$ cat src/rtl/core/binary_morphology_3x3_macros.svh
// Assertion helpers shared by the morphology block.
// Every macro samples on aclk and is disabled while aresetn is low.
`ifndef BINARY_MORPHOLOGY_3X3_MACROS_SVH
`define BINARY_MORPHOLOGY_3X3_MACROS_SVH

// A condition that must hold at every clock edge.
`define BM3_ASSERT_ALWAYS(label, cond) \
    label: assert property (@(posedge aclk) disable iff (!aresetn) (cond)) \
        else $error("bm3 invariant violated");

// When the antecedent holds, the consequent must hold in the next cycle.
`define BM3_ASSERT_NEXT(label, ante, cons) \
    label: assert property (@(posedge aclk) disable iff (!aresetn) (ante) |=> (cons)) \
        else $error("bm3 sequence violated");

`endif

$ cat src/rtl/core/bm3_pkg.sv
`timescale 1ns / 1ps

package bm3_pkg;

    // Widest row that the block handles; one lane per column.
    localparam int MAX_WIDTH = 64;
    localparam int MASK_SIDE = 3;
    localparam int MASK_BITS = MASK_SIDE * MASK_SIDE;

    // Configuration register widths.
    localparam int WIDTH_BITS = 7;
    localparam int CFG_DATA_BITS = 9;
    localparam int CFG_INDEX_BITS = 2;

    // Register indexes on the configuration channel.
    localparam logic [CFG_INDEX_BITS-1:0] REG_IMAGE_WIDTH = 2'd0;
    localparam logic [CFG_INDEX_BITS-1:0] REG_STRUCT_MASK = 2'd1;
    localparam logic [CFG_INDEX_BITS-1:0] REG_OP_MODE     = 2'd2;

    // Operation modes.
    localparam logic [1:0] MODE_ERODE  = 2'd0;
    localparam logic [1:0] MODE_DILATE = 2'd1;
    localparam logic [1:0] MODE_OPEN   = 2'd2;
    localparam logic [1:0] MODE_CLOSE  = 2'd3;

    // Register reset values.
    localparam logic [WIDTH_BITS-1:0] RESET_WIDTH = 7'd64;
    localparam logic [MASK_BITS-1:0]  RESET_MASK  = 9'd186;
    localparam logic [1:0]            RESET_MODE  = MODE_OPEN;

    // Output queue: at most three result rows per input row.
    localparam int MAX_RESULTS = 3;
    localparam int QDEPTH = 8;
    localparam int QPTR_BITS = $clog2(QDEPTH);
    localparam int QCNT_BITS = $clog2(QDEPTH + 1);

    typedef struct packed {
        logic [MAX_WIDTH-1:0] pixels;
        logic                 last;
    } result_t;

    typedef struct packed {
        logic [1:0]                  count;
        result_t [MAX_RESULTS-1:0]   item;
    } push_t;

endpackage

$ cat src/rtl/core/bm3_lane.sv
`timescale 1ns / 1ps

// One output column: reduces the masked 3x3 neighborhood with AND (erosion)
// or OR (dilation) and forces border columns to zero.
module bm3_lane (
    input  logic [bm3_pkg::MASK_BITS-1:0] nbhd,
    input  logic [bm3_pkg::MASK_BITS-1:0] mask,
    input  logic                          dilate,
    input  logic                          interior,
    output logic                          pixel
);

    logic erode_bit;
    logic dilate_bit;

    // Unmasked taps are neutral for AND and for OR.
    assign erode_bit  = &(nbhd | ~mask);
    assign dilate_bit = |(nbhd & mask);
    assign pixel      = interior & (dilate ? dilate_bit : erode_bit);

endmodule

$ cat src/rtl/core/bm3_pass.sv
`timescale 1ns / 1ps

// One morphology pass over a full row: every column has its own lane.
module bm3_pass (
    input  logic [bm3_pkg::MAX_WIDTH-1:0] above,
    input  logic [bm3_pkg::MAX_WIDTH-1:0] mid,
    input  logic [bm3_pkg::MAX_WIDTH-1:0] below,
    input  logic [bm3_pkg::MASK_BITS-1:0] mask,
    input  logic                          dilate,
    input  logic [bm3_pkg::MAX_WIDTH-1:0] interior,
    output logic [bm3_pkg::MAX_WIDTH-1:0] row_out
);

    // Rows padded with a zero column on each side, so column c sees
    // pad[c], pad[c+1], pad[c+2] as its left, center and right taps.
    logic [bm3_pkg::MAX_WIDTH+1:0] pad_above;
    logic [bm3_pkg::MAX_WIDTH+1:0] pad_mid;
    logic [bm3_pkg::MAX_WIDTH+1:0] pad_below;

    assign pad_above = {1'b0, above, 1'b0};
    assign pad_mid   = {1'b0, mid, 1'b0};
    assign pad_below = {1'b0, below, 1'b0};

    for (genvar c = 0; c < bm3_pkg::MAX_WIDTH; c++) begin : g_lane
        logic [bm3_pkg::MASK_BITS-1:0] nbhd;

        // Bit row*3+col of the mask selects neighbor (y-1+row, x-1+col).
        assign nbhd = {pad_below[c+2], pad_below[c+1], pad_below[c],
                       pad_mid[c+2],   pad_mid[c+1],   pad_mid[c],
                       pad_above[c+2], pad_above[c+1], pad_above[c]};

        bm3_lane u_lane (
            .nbhd     (nbhd),
            .mask     (mask),
            .dilate   (dilate),
            .interior (interior[c]),
            .pixel    (row_out[c])
        );
    end

endmodule

$ cat src/rtl/core/bm3_outq.sv
`timescale 1ns / 1ps
`include "binary_morphology_3x3_macros.svh"

// Result queue: takes up to three rows per cycle and hands them to the
// output channel one per transfer, in order.
module bm3_outq (
    input  logic                          aclk,
    input  logic                          aresetn,
    input  bm3_pkg::push_t                push,
    output logic                          room,
    output logic                          m_tvalid,
    input  logic                          m_tready,
    output logic [bm3_pkg::MAX_WIDTH-1:0] m_tdata,
    output logic                          m_tlast
);

    bm3_pkg::result_t                 mem_reg [bm3_pkg::QDEPTH];
    logic [bm3_pkg::QPTR_BITS-1:0]    wr_ptr_reg;
    logic [bm3_pkg::QPTR_BITS-1:0]    wr_ptr_next;
    logic [bm3_pkg::QPTR_BITS-1:0]    rd_ptr_reg;
    logic [bm3_pkg::QPTR_BITS-1:0]    rd_ptr_next;
    logic [bm3_pkg::QCNT_BITS-1:0]    count_reg;
    logic [bm3_pkg::QCNT_BITS-1:0]    count_next;
    logic                             pop;

    assign pop      = m_tvalid & m_tready;
    assign m_tvalid = (count_reg != '0);
    assign m_tdata  = mem_reg[rd_ptr_reg].pixels;
    assign m_tlast  = mem_reg[rd_ptr_reg].last;

    // A new row is taken only when a worst-case burst still fits.
    assign room = (count_reg <= bm3_pkg::QCNT_BITS'(bm3_pkg::QDEPTH - bm3_pkg::MAX_RESULTS));

    always_comb begin
        wr_ptr_next = wr_ptr_reg + bm3_pkg::QPTR_BITS'(push.count);
        rd_ptr_next = rd_ptr_reg + bm3_pkg::QPTR_BITS'(pop);
        count_next  = count_reg + bm3_pkg::QCNT_BITS'(push.count)
                      - bm3_pkg::QCNT_BITS'(pop);
    end

    always_ff @(posedge aclk) begin
        if (!aresetn) begin
            wr_ptr_reg <= '0;
            rd_ptr_reg <= '0;
            count_reg  <= '0;
        end else begin
            wr_ptr_reg <= wr_ptr_next;
            rd_ptr_reg <= rd_ptr_next;
            count_reg  <= count_next;
        end
    end

    always_ff @(posedge aclk) begin
        for (int k = 0; k < bm3_pkg::MAX_RESULTS; k++) begin
            if (k < int'(push.count)) begin
                mem_reg[bm3_pkg::QPTR_BITS'(wr_ptr_reg + bm3_pkg::QPTR_BITS'(k))]
                    <= push.item[k];
            end
        end
    end

    `BM3_ASSERT_ALWAYS(a_count_bound, count_reg <= bm3_pkg::QCNT_BITS'(bm3_pkg::QDEPTH))
    `BM3_ASSERT_ALWAYS(a_ptr_match, bm3_pkg::QPTR_BITS'(count_reg) == bm3_pkg::QPTR_BITS'(wr_ptr_reg - rd_ptr_reg))
    `BM3_ASSERT_NEXT(a_count_step, 1'b1, count_reg == bm3_pkg::QCNT_BITS'($past(count_reg) + bm3_pkg::QCNT_BITS'($past(push.count)) - bm3_pkg::QCNT_BITS'($past(pop))))

endmodule

$ cat src/rtl/core/binary_morphology_3x3.sv
`timescale 1ns / 1ps
// 3x3 binary morphology on a stream of packed image rows.
// The s_ channel takes one row per transfer: s_tdata bit c is pixel c and
// s_tlast marks the final row of a frame. The m_ channel returns result rows
// in the same packing, with m_tlast on the final result row of each frame.
// The cfg channel writes image_width (index 0), structuring_mask (index 1)
// and operation_mode (index 2: erosion, dilation, opening, closing); other
// indexes are ignored and cfg_ready is always high.
// Latency: a result row caused by an input transfer is presented on the
// m_ channel from the next cycle on. Throughput is one row per cycle: all 64
// columns are worked by parallel lanes, and both passes of opening or
// closing are evaluated in the same cycle from two buffered rows per pass.
// A final row releases up to three results, which drain from an eight-entry
// result queue one per cycle; the row after a frame's top border row emits
// nothing unless it is final, so the burst is absorbed without slowing the input.
// Stalls: s_tready stays high while the queue can hold three more rows; when
// the receiver holds m_tready low the queue fills and s_tready drops.
// Reset (synchronous, aresetn low) empties the queue, clears the row buffers
// and the frame row count, and restores width 64, mask 186 and opening.
module binary_morphology_3x3 (
    input  logic                               aclk,
    input  logic                               aresetn,
    // Input rows.
    input  logic                               s_tvalid,
    output logic                               s_tready,
    input  logic [bm3_pkg::MAX_WIDTH-1:0]      s_tdata,   // [63:0] row_pixels
    input  logic                               s_tlast,   // last_row
    // Result rows.
    output logic                               m_tvalid,
    input  logic                               m_tready,
    output logic [bm3_pkg::MAX_WIDTH-1:0]      m_tdata,   // [63:0] out_row_pixels
    output logic                               m_tlast,   // out_last
    // Configuration writes.
    input  logic                               cfg_valid,
    output logic                               cfg_ready,
    input  logic [bm3_pkg::CFG_INDEX_BITS-1:0] cfg_index,
    input  logic [bm3_pkg::CFG_DATA_BITS-1:0]  cfg_data
);

    // Configuration registers.
    logic [bm3_pkg::WIDTH_BITS-1:0]  width_reg;
    logic [bm3_pkg::MASK_BITS-1:0]   mask_reg;
    logic [1:0]                      mode_reg;

    // Row buffers: newest first. The first pass keeps input rows, the
    // second pass keeps first-pass results.
    logic [bm3_pkg::MAX_WIDTH-1:0]   fp0_reg, fp1_reg, fp0_next, fp1_next;
    logic [bm3_pkg::MAX_WIDTH-1:0]   sp0_reg, sp1_reg, sp0_next, sp1_next;
    logic [1:0]                      rows_seen_reg, rows_seen_next;

    logic                            accept;
    logic                            room;
    logic                            two_pass;
    logic                            first_dil;
    logic                            second_dil;
    logic                            have_p;
    logic [bm3_pkg::WIDTH_BITS-1:0]  width_eff;
    logic [bm3_pkg::MAX_WIDTH-1:0]   interior;
    logic [bm3_pkg::MAX_WIDTH-1:0]   p_row;
    logic [bm3_pkg::MAX_WIDTH-1:0]   full_row;
    logic [bm3_pkg::MAX_WIDTH-1:0]   tail_row;
    bm3_pkg::push_t                  push;

    assign cfg_ready = 1'b1;
    assign s_tready  = room;
    assign accept    = s_tvalid & s_tready;

    // Configuration writes land directly; the next computed row uses them.
    always_ff @(posedge aclk) begin
        if (!aresetn) begin
            width_reg <= bm3_pkg::RESET_WIDTH;
            mask_reg  <= bm3_pkg::RESET_MASK;
            mode_reg  <= bm3_pkg::RESET_MODE;
        end else if (cfg_valid && cfg_ready) begin
            unique case (cfg_index)
                bm3_pkg::REG_IMAGE_WIDTH: width_reg <= cfg_data[bm3_pkg::WIDTH_BITS-1:0];
                bm3_pkg::REG_STRUCT_MASK: mask_reg  <= cfg_data;
                bm3_pkg::REG_OP_MODE:     mode_reg  <= cfg_data[1:0];
                default: begin
                end
            endcase
        end
    end

    assign two_pass   = (mode_reg == bm3_pkg::MODE_OPEN) || (mode_reg == bm3_pkg::MODE_CLOSE);
    assign first_dil  = (mode_reg == bm3_pkg::MODE_DILATE) || (mode_reg == bm3_pkg::MODE_CLOSE);
    assign second_dil = (mode_reg == bm3_pkg::MODE_OPEN);
    assign have_p     = rows_seen_reg[1];

    // Interior columns run from 1 to width-2; wider settings clamp to the
    // row size, and widths below three leave no interior at all.
    assign width_eff = (width_reg > bm3_pkg::WIDTH_BITS'(bm3_pkg::MAX_WIDTH))
                       ? bm3_pkg::WIDTH_BITS'(bm3_pkg::MAX_WIDTH) : width_reg;

    always_comb begin
        for (int c = 0; c < bm3_pkg::MAX_WIDTH; c++) begin
            interior[c] = (c != 0) &&
                          ((8'(c) + 8'd2) <= {1'b0, width_eff});
        end
    end

    // First pass on the row centered one row back.
    bm3_pass u_pass_first (
        .above    (fp1_reg),
        .mid      (fp0_reg),
        .below    (s_tdata),
        .mask     (mask_reg),
        .dilate   (first_dil),
        .interior (interior),
        .row_out  (p_row)
    );

    // Second pass in steady state, centered two rows back.
    bm3_pass u_pass_full (
        .above    (sp1_reg),
        .mid      (sp0_reg),
        .below    (p_row),
        .mask     (mask_reg),
        .dilate   (second_dil),
        .interior (interior),
        .row_out  (full_row)
    );

    // Second pass at frame end, with a zero row below.
    bm3_pass u_pass_tail (
        .above    (sp0_reg),
        .mid      (p_row),
        .below    ('0),
        .mask     (mask_reg),
        .dilate   (second_dil),
        .interior (interior),
        .row_out  (tail_row)
    );

    // Gather the results of this row in order into consecutive slots.
    always_comb begin
        logic [1:0] n;
        n = 2'd0;
        push.item = '0;
        if (rows_seen_reg == 2'd0) begin
            // The top border row leaves at once.
            push.item[n] = '{pixels: '0, last: s_tlast};
            n = n + 2'd1;
        end else if (!two_pass) begin
            if (have_p) begin
                push.item[n] = '{pixels: p_row, last: 1'b0};
                n = n + 2'd1;
            end
            if (s_tlast) begin
                push.item[n] = '{pixels: '0, last: 1'b1};
                n = n + 2'd1;
            end
        end else begin
            if (rows_seen_reg == 2'd3) begin
                push.item[n] = '{pixels: full_row, last: 1'b0};
                n = n + 2'd1;
            end
            if (s_tlast) begin
                if (have_p) begin
                    push.item[n] = '{pixels: tail_row, last: 1'b0};
                    n = n + 2'd1;
                end
                push.item[n] = '{pixels: '0, last: 1'b1};
                n = n + 2'd1;
            end
        end
        push.count = accept ? n : 2'd0;
    end

    always_comb begin
        fp1_next = fp0_reg;
        fp0_next = s_tdata;
        sp0_next = sp0_reg;
        sp1_next = sp1_reg;
        // A new frame starts the second pass from zero rows.
        if (rows_seen_reg == 2'd0) begin
            sp0_next = '0;
            sp1_next = '0;
        end else if (two_pass && have_p) begin
            sp1_next = sp0_reg;
            sp0_next = p_row;
        end
        if (s_tlast) begin
            rows_seen_next = 2'd0;
        end else if (rows_seen_reg != 2'd3) begin
            rows_seen_next = rows_seen_reg + 2'd1;
        end else begin
            rows_seen_next = rows_seen_reg;
        end
    end

    always_ff @(posedge aclk) begin
        if (!aresetn) begin
            fp0_reg       <= '0;
            fp1_reg       <= '0;
            sp0_reg       <= '0;
            sp1_reg       <= '0;
            rows_seen_reg <= 2'd0;
        end else if (accept) begin
            fp0_reg       <= fp0_next;
            fp1_reg       <= fp1_next;
            sp0_reg       <= sp0_next;
            sp1_reg       <= sp1_next;
            rows_seen_reg <= rows_seen_next;
        end
    end

    bm3_outq u_outq (
        .aclk     (aclk),
        .aresetn  (aresetn),
        .push     (push),
        .room     (room),
        .m_tvalid (m_tvalid),
        .m_tready (m_tready),
        .m_tdata  (m_tdata),
        .m_tlast  (m_tlast)
    );

endmodule

$ cat config.mk
export PLATFORM = sky130hd
export DESIGN_NAME = binary_morphology_3x3
export DESIGN_NICKNAME = d
export VERILOG_FILES = /design/src/rtl/core/bm3_pkg.sv /design/src/rtl/core/bm3_lane.sv /design/src/rtl/core/bm3_pass.sv /design/src/rtl/core/bm3_outq.sv /design/src/rtl/core/binary_morphology_3x3.sv
export VERILOG_INCLUDE_DIRS = /design/src /design/src/rtl/core
export SDC_FILE = /design/constraint.sdc
export NUM_CORES = 2
export LEC_CHECK = 0
export ABC_AREA = 1
export BUFFER_PORTS_ARGS = -buffer_cell sky130_fd_sc_hd__buf_2
export CAP_MARGIN = 20
export CELL_PAD_IN_SITES_DETAIL_PLACEMENT = 1
export CELL_PAD_IN_SITES_GLOBAL_PLACEMENT = 1
export CORE_MARGIN = 1
export CORE_UTILIZATION = 35
export CTS_CLUSTER_SIZE = 10
export DETAILED_ROUTE_END_ITERATION = 8
export GPL_TIMING_DRIVEN = 1
export PLACE_DENSITY_LB_ADDON = 0.1
export SYNTH_ARGS = -nofsm -noshare
export SYNTH_HDL_FRONTEND = slang
export SYNTH_SLANG_ARGS = --single-unit
$ cat constraint.sdc
create_clock -name aclk -period 13.29 [get_ports aclk]
set_clock_uncertainty 0.15 [all_clocks]
set_input_delay 2.658 -clock aclk [delete_from_list [all_inputs] [get_ports aclk]]
set_output_delay 2.658 -clock aclk [all_outputs]
set_load 0.05 [all_outputs]
==> results by group <==
Worst setup path
  • Worst Path Class, Setup: reg -> out
  • CP arrival: 4.51 ns
  • CP Max Fanout: 67
  • Required arrival time at the worst endpoint: 10.48 ns
  • CP startpoint kind: flop
  • Worst Setup End Kind: output pin

Timing
  • Final Cycle Share: 0.551
  • Final setup violation count: 0
  • Tightest Pin Transition: 1.24 ns
  • Final hold vios: 0
  • Setup repair after global routing missed its margin: no
  • Fmax: approximately 140 MHz
  • TNS Setup: 0 ns
  • Relative slew slack: 0.173
  • Fin crit period: 7.32 ns
  • Slew Limit Fails: 0

Die
  • Die area: 186,000 µm²
  • Die Span Y: 431 µm
  • Initial core utilization: 0.352
  • I/O pin count: approximately 150
  • # rows: 157
  • Total core area: 183,000 µm²
  • Die width: 431 µm

Layout
  • Multi-input logic area: 36,400 µm²
  • Share of cells above drive strength 1: 0.0625
  • Max reg flops: 512
  • Area Overhead vs Synth: 7.97%
  • Fillers: 23,972
  • Final std cells w/o fill: 12,603
  • Final #Nets: 10,150
  • Register area: around 21,000 µm²

Power and ir drop
  • Worst VDD drop: approximately 0.15 mV
  • Pleak: 33.6 nW
  • Pwr Density: 137 nW/µm²

Clock tree
  • CTS Sinks: a little under 800
  • CTS Buffer Depth: 3
  • CTS tree: yes
  • Skew-Pair Late Insertion Delay: 0.80 ns
  • CTS resizes: 0
  • Root buf cell: clkbuf_16
  • Post-CTS Hold Fix Bufs: 0
  • CTS H-tree lvls: 3
  • Clock transition at path regs: approximately 0.060 ns
  • CTS Buf Count: 106
  • Post-CTS setup buffer count: 0

Synth
  • Post-synth top area cell: edfxtp_1
  • Ys async rst share: 0
  • Yosys reg bits: 796
  • Most numerous cell in the Yosys netlist: nand2_1
  • Avg Cell Area, Syn: 6.14 µm²
  • Post-synth EDFFs: 512
  • Area contributors post-synth: edfxtp_1 (24%), nand2_1 (18%), dfxtp_1 (8.8%)
  • Top cell type's share of synthesized area: 0.239
  • Syn Inst Count: ~10,000
  • Seq/Total Area, Yosys: 0.327
  • Netlist cell types: 54
  • Most instantiated cells after synthesis: nand2_1 (3,014), nand3_1 (1,089), nor2_1 (1,045)
  • Mapped Area: 64,400 µm²
  • YS warnings: 0
  • Most used DFF post-synth: edfxtp_1

Drt
  • Vias/cell: 6.02
  • Total routed wirelength: between 300 and 400 mm
  • Drc violations: 0
  • DR WL/cell: around 27 µm
  • Drt first pass iters: 6
  • Total vias in the final route: 75,821
  • Initial DRC Count: 7,351
  • Post-DRT Antenna Nets: 0

Global route
  • Pin count of the biggest net entering global routing: ~180
  • Antenna violations before repair: 19
  • Vias in the first global route: 75,271
  • GRT Resource Usage Total: 0.359
  • First-pass GRT wire length: 506 mm
  • Total gr overflow: 0

Placed design
  • Placer Congestion: 0.902
  • Placed wire-length estimate: ~220 mm
  • PortBufs: 146
  • # placed instances: ~12,000

Min path
  • Hold WC Path Type: reg -> reg

Run
  • Max-Cap Viols: 0

Outcome
  • Status: completed
-- worst paths after layout --
kind | slack (ns) | endpoint | startpoint | cells past startpoint
worst max-delay path | 5.97 | m_tdata[19] | u_outq.rd_ptr_reg[1] | 7
worst min-delay path | 0.34 | fp1_reg[63] | fp1_reg[63] | 2
worst max register to register | 7.47 | u_outq.mem_reg[5][40] | u_outq.count_reg[3] | 17
worst min register to register | 0.34 | fp1_reg[63] | fp1_reg[63] | 2
-- metrics by stage --
stage / hold slack [ns] / power [mW] / utilization / instance area [µm²] / setup WS, ns
after CTS: 0.341 / 9.56 / 0.380 / 69400 / 6.08
after floorplan: 0.305 / 5.46 / - / 64400 / 6.72
after global routing: 0.370 / 10.0 / 0.380 / 69500 / 5.97
after global placement: 0.328 / 6.58 / 0.361 / 66100 / 5.64
after detailed placement: 0.333 / 6.65 / 0.361 / 66100 / 5.61
final: 0.340 / 9.56 / 0.380 / 69500 / 5.97
-- cells by family after synthesis --
family                   Yosys count  synth area share
other                              2          0.000117
buffers and inverters           1827             0.111
AND/OR/NAND/NOR                 5471             0.353
AO/OA/AOI/OAI                   2368             0.204
flip-flops                       796             0.327
adder cells (fa/ha/maj)           19           0.00393
XOR/XNOR                           3          0.000408
-- critical path: stages, from the launching register on --
cell and delay [ns]:
dfxtp_4 0.45, inv_4 0.60, buf_4 0.88, o21ai_0 0.22, o22ai_1 0.22, nor2_1 0.07, a31oi_1 0.69, buf_2 0.40
-- routing by layer --
metal	vias up	routed length, µm	track usage
met2	3337	152000	0.565
met3	693	29100	0.0676
met5	-	11	0
met1	37776	145000	0.473
li1	34013	-	-
met4	2	16700	0.168
-- power breakdown --
group | switching (mW) | internal (mW)
clock | 1.26 | 1.65
sequential | 0.250 | 2.87
combinational | 2.67 | 0.846
total | 4.18 | 5.37
-- final cells by class --
type / instances / share of cell area
multi-input combinational: 7871 / 0.523
tap: 2464 / 0.0443
clock buffer: 149 / 0.0418
inverter: 1017 / 0.0557
sequential: 796 / 0.304
antenna: 10 / 0.000360
timing repair buffer: 258 / 0.0243
clock inverter: 38 / 0.00675
-- cell usage in the layout, fill, tap and decap left out, types with 12 or more instances in the layout --
master / instances
clkinv_1: 18
o211ai_1: 31
a211oi_1: 74
a21oi_1: 902
buf_2: 145
nor2_1: 1042
clkbuf_16: 108
nand2_2: 69
clkinv_2: 14
buf_4: 105
o21ai_2: 14
inv_2: 51
nand3_1: 1081
dfxtp_4: 12
a221oi_1: 24
o21ai_1: 54
clkbuf_1: 35
o221ai_1: 67
a31oi_1: 65
dfxtp_1: 272
nand4_1: 75
nor2_4: 18
nor3_1: 114
ha_1: 16
inv_1: 945
a21oi_2: 12
edfxtp_1: 512
o22ai_1: 350
nand2_1: 3014
o21ai_0: 761
Power figures use the tool's default switching activity.
